### config.mk
export PLATFORM = sky130hd
export DESIGN_NAME = obc_result_queue
export DESIGN_NICKNAME = d
export VERILOG_FILES = /design/src/hw/rtl/obc_pkg.sv /design/src/hw/rtl/obc_result_queue.sv
export SDC_FILE = /design/constraint.sdc
export NUM_CORES = 1
export LEC_CHECK = 0
export BUFFER_PORTS_ARGS = -buffer_cell sky130_fd_sc_hd__buf_2
export CORE_MARGIN = 10
export CORE_UTILIZATION = 40
export CTS_BUF_LIST = sky130_fd_sc_hd__clkbuf_8 sky130_fd_sc_hd__clkbuf_16
export CTS_CLUSTER_SIZE = 28
export DETAILED_ROUTE_END_ITERATION = 8
export RECOVER_POWER = 100
export SLEW_MARGIN = 20
export SYNTH_ARGS = -nofsm -noshare
export SYNTH_HDL_FRONTEND = slang
export SYNTH_SLANG_ARGS = --single-unit
### constraint.sdc
create_clock -name clk -period 3.77 [get_ports clk]
set_input_delay 0.1885 -clock clk [delete_from_list [all_inputs] [get_ports clk]]
set_output_delay 0.1885 -clock clk [all_outputs]
set_load 0.03 [all_outputs]
### src/hw/rtl/obc_pkg.sv
// ============================================================================
// obc_pkg
// Shared constants, types and helpers of the onset band classifier.
// ============================================================================
package obc_pkg;

    localparam int MAX_BANDS   = 64;
    localparam int MAX_LAG     = 8;
    localparam int BAND_W      = $clog2(MAX_BANDS);
    localparam int BIDX_W      = BAND_W + 1;
    localparam int SLOT_W      = $clog2(MAX_LAG - 1);
    localparam int HIST_DEPTH  = (MAX_LAG - 1) * MAX_BANDS;
    localparam int POS_W       = SLOT_W + BAND_W;
    localparam int ENERGY_W    = 24;
    localparam int SUM_W       = 27;
    localparam int LAG_W       = 4;
    localparam int CLASS_W     = 6;
    localparam int OUT_TDATA_W = 8;
    localparam int QCNT_W      = 2;

    localparam logic [LAG_W-1:0] LAG_RESET = LAG_W'(3);
    localparam logic [LAG_W-1:0] LAG_MIN   = LAG_W'(2);
    localparam logic [LAG_W-1:0] LAG_MAX   = LAG_W'(MAX_LAG);

    typedef enum logic {
        OP_BAND  = 1'b0,
        OP_ONSET = 1'b1
    } op_t;

    // Per-item control carried from the read stage to the update stage
    typedef struct packed {
        logic                band_ok;
        logic                last;
        logic                emit;
        logic                full;
        logic                sum_vld;
        logic                fwd_sum;
        logic                fwd_hist;
        logic [BAND_W-1:0]   idx;
        logic [POS_W-1:0]    pos;
        logic [ENERGY_W-1:0] energy;
    } s1_ctrl_t;

    function automatic logic [LAG_W-1:0] clamp_lag(input logic [LAG_W-1:0] lag);
        logic [LAG_W-1:0] r;
        r = lag;
        if (lag < LAG_MIN)
        begin
            r = LAG_MIN;
        end
        else if (lag > LAG_MAX)
        begin
            r = LAG_MAX;
        end
        return r;
    endfunction

endpackage

### src/hw/rtl/obc_result_queue.sv
// ============================================================================
// obc_result_queue
// Two-entry result queue in front of the master stream port.
// ============================================================================
module obc_result_queue (
    input  logic                             clk,
    input  logic                             rst_n,
    input  logic                             push,
    input  logic [obc_pkg::CLASS_W-1:0]      push_class,
    output logic                             m_tvalid,
    input  logic                             m_tready,
    output logic [obc_pkg::OUT_TDATA_W-1:0]  m_tdata,   // [5:0] onset_class, [7:6] zero
    output logic [obc_pkg::QCNT_W-1:0]       count
);

    logic [obc_pkg::CLASS_W-1:0] entry_reg [2];
    logic                        wr_ptr_reg;
    logic                        wr_ptr_next;
    logic                        rd_ptr_reg;
    logic                        rd_ptr_next;
    logic [obc_pkg::QCNT_W-1:0]  count_reg;
    logic [obc_pkg::QCNT_W-1:0]  count_next;
    logic                        pop;

    assign pop      = m_tvalid && m_tready;
    assign m_tvalid = (count_reg != '0);
    assign m_tdata  = {{(obc_pkg::OUT_TDATA_W - obc_pkg::CLASS_W){1'b0}}, entry_reg[rd_ptr_reg]};
    assign count    = count_reg;

    always_comb
    begin
        wr_ptr_next = push ? ~wr_ptr_reg : wr_ptr_reg;
        rd_ptr_next = pop  ? ~rd_ptr_reg : rd_ptr_reg;
        count_next  = count_reg + obc_pkg::QCNT_W'(push) - obc_pkg::QCNT_W'(pop);
    end

    always_ff @(posedge clk or negedge rst_n)
    begin
        if (!rst_n)
        begin
            wr_ptr_reg <= 1'b0;
            rd_ptr_reg <= 1'b0;
            count_reg  <= '0;
        end
        else
        begin
            wr_ptr_reg <= wr_ptr_next;
            rd_ptr_reg <= rd_ptr_next;
            count_reg  <= count_next;
        end
    end

    always_ff @(posedge clk)
    begin
        if (push)
        begin
            entry_reg[wr_ptr_reg] <= push_class;
        end
    end

endmodule

==> metrics.txt, run 1 <==
slew margin rel.=61.3%; worst-path cell chain=mux2_4 > clkbuf_1; cell area after synthesis=674 um2; WHS=131 ps; layout cells sized above 1=27.1%; Slowest-stage cell, CP=dfrtp_1; Crit path depth=2; pre-CTS WS=2260 ps; first-pass GRT wire length=1.57 mm; post-DR vias/cell=4.52; H-tree levels=1; Initial Util=43.3%; global placement routability congestion=0.717; area delta synth->final=18.9%; CP required=3580 ps; Synth top area share=53.4%; initial antenna violation count=0; largest net degree at the start of global routing=10; Worst path max stage delay=580 ps; Gate Count Post-Synth=38; Worst setup endpoint=m_tdata[5]; number of distinct library cells after synthesis=14; Crit path buffers/inverters=1; GRT Residual Overflow=0; CP top delay family=flip-flops; CTS buffer count=3; n_diodes=0; final worst slack=2210 ps; drt total wl=1.01 mm; I/O pin total=21; Worst Path Max Fanout=7; status=finished, final reports clean; crit path from=rd_ptr_reg$_DFFE_PN0P_; Setup crit end kind=output port; routed len/inst=13.5 um; vias in the first global route=362; CTS tree=yes; Total Power=668 uW; post-CTS setup buffers=0; flop-to-flop setup slack=2250 ps; die footprint=0.00373 mm2; final setup skew=2.92 ps; post_cts resized=0; pwr/cell area=833 mW/mm2; minimum clock period after layout=1560 ps; DRC=0; cts hold-fix bufs=1; CP Launch Type=flip-flop; hold_sp=push_class[4]; post-route setup TNS=0 ps; max-slew violations=0; unrepaired setup endpoints after global routing=no; Die W=61.1 um; worst-margin pin slew=579 ps; clk root buf=clkbuf_8; biggest area consumer among synthesized cells=edfxtp_1; HP Class=input port to flip-flop; Clock transition at path regs=60 ps; Area after DPL=762 um2; Setup Crit Path Kind=flip-flop to output port; design area=802 um2; worst reg2reg path endpoint=count[1]$_DFF_PN0_; drt first pass iters=1; core area=0.00156 mm2; synth warn=0; Die Span Y=61.1 um; Final ANT Viol Nets=0; clock sink count=16; fin crit share=41.5%; Max IR drop VDD=0.000443 V; clock buffer depth=2; max reg flops=12; max-capacitance violation count=0; #FFs+latches synth=16; syn avg cell area=17.7 um2; Worst Path Arrival=1370 ps; register area share after synthesis=68.3%; Lkg Pwr=0.328 nW; Final #Nets=72; final hold viol count=0; R2R depth=6; starting DRC count in detailed routing=0; via count=339; Site Rows=14; GR Util All Layers=5.92%; Setup violations, final=0; clock insertion delay at the later pin of the skew report=240 ps; I/O Buffers=18; synth top area cells=edfxtp_1 53%, dfrtp_1 15%, mux2_4 13%; fmax=0.640 GHz; worst r2r src=count[1]$_DFF_PN0_
metrics by stage:
stage | cells | utilization, %
finish | 75 | 51.4
global route | 75 | 51.4
CTS | 75 | 52.4
detailed placement | 70 | 48.9
global placement | 70 | 48.9
floorplan | 39 | -
synth_stat cells:
master / instances
or2_2: 1
mux2_4: 6
nor2b_1: 1
buf_4: 2
xnor2_1: 2
xor2_1: 2
dfrtp_1: 4
inv_1: 2
buf_6: 1
ha_1: 2
edfxtp_1: 12
o21a_1: 1
conb_1: 1
and2_1: 1
power breakdown:
group          internal, mW  switching (mW)
Clock                0.0720          0.0507
Sequential            0.243          0.0399
Combinational         0.102           0.160
layout by cell type (no fill, tap or decap):
cell type      netlist  layout
conb_1               1       2
xor2_1               2       2
mux2_4               6       6
or2_2                1       1
edfxtp_1            12      12
o21a_1               1       1
nor2b_1              1       1
inv_1                2       2
clkbuf_8             0       3
dlygate4sd3_1        0       1
clkbuf_1             0      12
dfrtp_1              4       4
clkinv_1             0       1
and2_0               0       1
xnor2_1              2       2
ha_1                 2       2
buf_2                0       6
per-layer routing:
metal | up-vias | track usage [%] | share of wire [%] | routed length (um)
met5 | - | 0 | 0 | 0
met4 | 0 | 2.93 | 1.7 | 17
met3 | 2 | 2.47 | 9.2 | 93
met2 | 13 | 10.4 | 52 | 525
met1 | 152 | 5.94 | 37 | 373
li1 | 172 | - | - | -
cell type report:
type                            count  area [um2]
Clock buffer                        3        41.3
Clock inverter                      1        3.75
Fill cell                         130         757
Inverter                            2        7.51
Multi-Input combinational cell     18         184
Sequential cell                    16         460
Tap cell                           16        20.0
Timing Repair Buffer               19        85.1
worst min-delay path by stage:
| stage | to | depth (start not counted) |
|---|---|---|
| 6_report | entry_reg[1][4]$_DFFE_PP_ | 1 |
| 5_1_grt | entry_reg[0][1]$_DFFE_PP_ | 1 |
| 4_1_cts | entry_reg[0][4]$_DFFE_PP_ | 1 |
| 3_5_place_dp | rd_ptr_reg$_DFFE_PN0P_ | 1 |
| 3_3_place_gp | rd_ptr_reg$_DFFE_PN0P_ | 1 |
| 2_1_floorplan | count[0]$_DFF_PN0_ | 0 |
cell families (layout without fill, tap and decap cells):
| family | count (synthesis) | in the layout | share of synthesized area, % |
|---|---|---|---|
| other | 1 | 2 | 0.556 |
| adders and majority gates | 2 | 2 | 3.71 |
| xor gates and xnor gates | 4 | 4 | 5.20 |
| buffers and inverters | 5 | 25 | 5.01 |
| and+or+nand+nor | 3 | 3 | 2.78 |
| DFF | 16 | 16 | 68.3 |
| muxes | 6 | 6 | 13.4 |
| AOI/OAI and AO/OA | 1 | 1 | 1.11 |
Power figures use the tool's default switching activity.
==> run 2: changes to the inputs <==
clock period = 1.5 ns   (was 3.77 ns; I/O delays follow)
==> run 2 against run 1 <==
Net effect:
- combinational power grew to 3.0 times the previous value
- utilization is 3.5 points higher
- flip-flop and latch count stayed put
- global-route usage is 0.22 points higher
- final area is 6.9% higher
- register-to-register slack worse by 2200 ps
- die area stayed put
- clock power grew to 2.5 times the previous value
- sequential power is 150% higher
- via count is 5.3% higher
- setup slack worse by 2200 ps
- critical path type is now flip-flop to flip-flop
- critical endpoint is now count[1]$_DFF_PN0_
- largest power group is now combinational cells
- highest routed layer is now met3
==> metrics.txt, run 2 (synthesis results as in run 1) <==
Setup crit end kind=flip-flop; worst-path cell chain=o21a_1 > ha_1 > inv_1 > ha_2 > xnor2_2 > xnor2_1; final hold viol count=0; Die Span Y=61.1 um; max-slew violations=0; fmax=0.687 GHz; minimum clock period after layout=1460 ps; I/O pin total=21; Total Power=1.81 mW; initial antenna violation count=0; vias in the first global route=366; Worst path max stage delay=400 ps; die footprint=0.00373 mm2; Lkg Pwr=0.380 nW; flop-to-flop setup slack=40 ps; Worst Path Max Fanout=2; worst reg2reg path endpoint=count[1]$_DFF_PN0_; CP Launch Type=flip-flop; hold_sp=push_class[4]; drt first pass iters=4; layout cells sized above 1=54.0%; Setup violations, final=0; post-DR vias/cell=4.52; Setup Crit Path Kind=flip-flop to flip-flop; GRT Residual Overflow=0; fin crit share=97.0%; pwr/cell area=2110 mW/mm2; commonest non-fill, non-tap cell in the layout=buf_2; Slowest-stage cell, CP=dfrtp_2; Worst Path Arrival=1580 ps; Clock transition at path regs=60 ps; crit path from=count[1]$_DFF_PN0_; max reg flops=12; fillers=136; Crit path buffers/inverters=1; first-pass GRT wire length=1.62 mm; CTS buffer count=3; R2R depth=6; starting DRC count in detailed routing=2; Final #Nets=76; most frequent cells in the layout=16 x buf_2, 12 x edfxtp_1, 6 x mux2_4; max-capacitance violation count=0; n_diodes=0; drt total wl=1.12 mm; Initial Util=43.3%; Site Rows=14; CP required=1630 ps; clock sink count=16; Max IR drop VDD=0.00110 V; core area=0.00156 mm2; routed len/inst=14.2 um; CP top delay family=adder cells; unrepaired setup endpoints after global routing=yes; CTS tree=yes; clock insertion delay at the later pin of the skew report=240 ps; DRC=0; Die W=61.1 um; HPWL Detailed=841 um; hold path depth=1; via count=357; global placement routability congestion=0.650; H-tree levels=1; final setup skew=0.747 ps; Worst Hold Endpoint=entry_reg[1][4]$_DFFE_PP_; I/O Buffers=18; clk root buf=clkbuf_8; status=finished, final reports clean; WHS=21.1 ps; area delta synth->final=27.1%; area of the multi-input gates=194 um2; HP Class=input port to flip-flop; clock buffer depth=2; worst r2r src=count[1]$_DFF_PN0_; Final ANT Viol Nets=0; GR Util All Layers=6.14%; largest net degree at the start of global routing=10; FF/Latch Area=463 um2
[run 2: routing by layer]
layer | GRT usage, % | vias up | share of wire, %
li1 | - | 176 | -
met1 | 5.95 | 171 | 37
met2 | 10.5 | 10 | 56
met3 | 2.67 | 0 | 6.7
met4 | 3.91 | 0 | 0
met5 | 0 | - | 0
[run 2: layout make-up]
class                           instances  area share, %
Clock inverter                          1          0.438
Timing Repair Buffer                   23           14.9
Inverter                                2          0.876
Clock buffer                            3           4.82
Sequential cell                        16           54.0
Tap cell                               16           2.34
Multi-Input combinational cell         18           22.6
[run 2: timing repair]
action                                  CTS  global route
buffers inserted                          0             1
endpoints found under the hold margin     4             0
hold buffers                              1             0
resized for setup                         0             1
endpoints found under the setup margin    0             1
[run 2: through the flow]
stage	cell area (um2)	instances	utilization [%]	setup slack [ps]	setup TNS, ps
finish	857	79	55.0	44.7	0
global route	857	79	55.0	-30.9	-30.9
CTS	845	78	54.2	16.3	0
detailed placement	790	73	50.6	32.2	0
global placement	790	73	50.6	42.6	0
floorplan	683	39	-	-27.7	-27.7
[run 2: report_power, final]
group	internal [mW]	switching, mW	total, mW	leakage (nW)
Clock	0.181	0.129	0.310	0.0269
Sequential	0.616	0.0863	0.702	0.157
Combinational	0.363	0.431	0.794	0.196
[run 2: worst max path at each step]
stage | endpoint | slack (ps) | cells after the start
after CTS | count[1]$_DFF_PN0_ | 20 | 6
after detailed placement | count[1]$_DFF_PN0_ | 30 | 6
after global routing | count[1]$_DFF_PN0_ | -30 | 6
after floorplan | count[1]$_DFF_PN0_ | -30 | 6
final | count[1]$_DFF_PN0_ | 40 | 6
after global placement | count[1]$_DFF_PN0_ | 40 | 6
==> run 3: changes to the inputs <==
REMOVE_ABC_BUFFERS = 1   (was unset)
==> run 3 against run 2 <==
Net effect:
- flip-flop and latch count unchanged
- first-iteration DRC count increased to 3.5 times the previous value
- clock power grew 2%
- global-route usage shrank 0.12 points
- highest routed layer unchanged
- die area unchanged
- worst hold slack lost 1.1 ps
- utilization is 1.0 points lower
- critical path depth unchanged
- sequential share of layout area is 0.75 points higher
==> metrics.txt, run 3 (synthesis results as in run 1) <==
post-DR vias/cell=4.56; Final ANT Viol Nets=0; GRT Residual Overflow=0; drt first pass iters=2; Worst Path Max Fanout=4; HP Class=input port to flip-flop; clock sink count=16; Setup Crit Path Kind=flip-flop to flip-flop; status=finished, final reports clean; Slowest-stage cell, CP=dfrtp_1; Comb pwr share=42.6%; clock share of power=17.8%; switching share of power=36.3%; clk root buf=clkbuf_8; CTS buffer count=3; max reg flops=12; Setup crit end kind=flip-flop; clock buffer depth=2; die footprint=0.00373 mm2; Area after DPL=777 um2; largest net degree at the start of global routing=10; CP top delay family=adder cells; Initial Util=43.3%; switching power=643 uW; fmax=0.679 GHz; fin crit share=98.2%; Int Pwr=1.13 mW; commonest non-fill, non-tap cell in the layout=buf_2; via count=356; Final #Nets=75; max-slew violations=0; sequential share of power=39.7%; CP required=1630 ps; Crit path depth=6; max-capacitance violation count=0; DRC=0; Die Span Y=61.1 um; clock insertion delay at the later pin of the skew report=240 ps; worst-path cell chain=o21a_1 > ha_1 > inv_1 > ha_2 > xnor2_2 > xnor2_1; WHS=20.0 ps; R2R depth=6; Max IR drop VDD=0.00119 V; starting DRC count in detailed routing=7; Site Rows=14; H-tree levels=1; Clock transition at path regs=60 ps; design area=841 um2; unrepaired setup endpoints after global routing=yes; I/O Buffers=18; Worst path max stage delay=400 ps; final setup skew=0.941 ps; CP Launch Type=flip-flop; layout cells sized above 1=45.2%; n_diodes=0; GR Util All Layers=6.02%; most frequent cells in the layout=14 x buf_2, 12 x edfxtp_1, 6 x mux2_4; Total Power=1.77 mW; core area=0.00156 mm2; Crit path buffers/inverters=1; Worst Path Arrival=1600 ps; global placement routability congestion=0.681; Lkg Pwr=0.364 nW; area delta synth->final=24.7%; vias in the first global route=377; Setup violations, final=0; routed len/inst=13.6 um; hold path depth=1; Finished Core Util=53.9%; drt total wl=1.06 mm; CTS tree=yes; pwr/cell area=2110 mW/mm2; final hold viol count=0; initial antenna violation count=0; first-pass GRT wire length=1.61 mm; minimum clock period after layout=1470 ps; Die W=61.1 um; I/O pin total=21
[run 3: cell count changes in the layout (fill, tap and decap cells not counted)]
| cell | change |
|---|---|
| buf_2 | -2 |
| buf_4 | -2 |
| clkbuf_1 | +3 |
| clkinv_1 | +1 |
| dfrtp_1 | +2 |
| dfrtp_2 | -2 |
| inv_1 | -1 |
[run 3: final timing paths]
check,startpoint,end,slack (ps)
min in group asynchronous,rst_n,count[0]$_DFF_PN0_,200
max in group asynchronous,rst_n,rd_ptr_reg$_DFFE_PN0P_,1120
worst min-delay path,push_class[3],entry_reg[1][3]$_DFFE_PP_,20
worst min register to register,wr_ptr_reg$_DFFE_PN0P_,wr_ptr_reg$_DFFE_PN0P_,480
worst max-delay path,count[0]$_DFF_PN0_,count[1]$_DFF_PN0_,30
worst max register to register,count[0]$_DFF_PN0_,count[1]$_DFF_PN0_,30
[run 3: layout make-up]
| class | instances | area [um2] |
|---|---|---|
| fill | 128 | 718 |
| clock inverter | 1 | 3.75 |
| multi-input combinational | 18 | 194 |
| sequential | 16 | 460 |
| clock buffer | 3 | 41.3 |
| inverter | 2 | 7.51 |
| timing repair buffer | 22 | 114 |
| tap | 16 | 20.0 |
[run 3: power by group through the flow]
stage / sequential [mW] / clock (mW) / combinational, mW
6_report: 0.704 / 0.315 / 0.755
5_1_grt: 0.719 / 0.343 / 0.817
4_1_cts: 0.706 / 0.327 / 0.731
3_5_place_dp: 0.715 / 0 / 0.728
3_3_place_gp: 0.710 / 0 / 0.724
2_1_floorplan: 0.759 / 0 / 0.481
[run 3: timing repair]
| action | CTS | global route |
|---|---|---|
| hold buffers | 1 | 0 |
| hold endpoints to repair | 4 | 0 |
| setup buffers | 0 | 1 |
| gates resized for setup | 0 | 2 |
| endpoints found under the setup margin | 0 | 1 |
[run 3: metrics by stage]
stage	instances	setup TNS [ps]	worst slack [ps]
floorplan	36	-90.3	-90.3
global placement	72	0	60.2
detailed placement	72	0	47.0
CTS	77	0	32.2
global route	78	-79.2	-79.2
finish	78	0	27.4
[run 3: per-layer routing]
| layer | GRT usage, % | share of wire [%] | wire (um) | vias to the layer above |
|---|---|---|---|---|
| li1 | - | - | - | 177 |
| met1 | 5.48 | 38 | 400 | 169 |
| met2 | 10.8 | 56 | 594 | 10 |
| met3 | 2.47 | 6.4 | 68 | 0 |
| met4 | 3.91 | 0 | 0 | 0 |
| met5 | 0 | 0 | 0 | - |
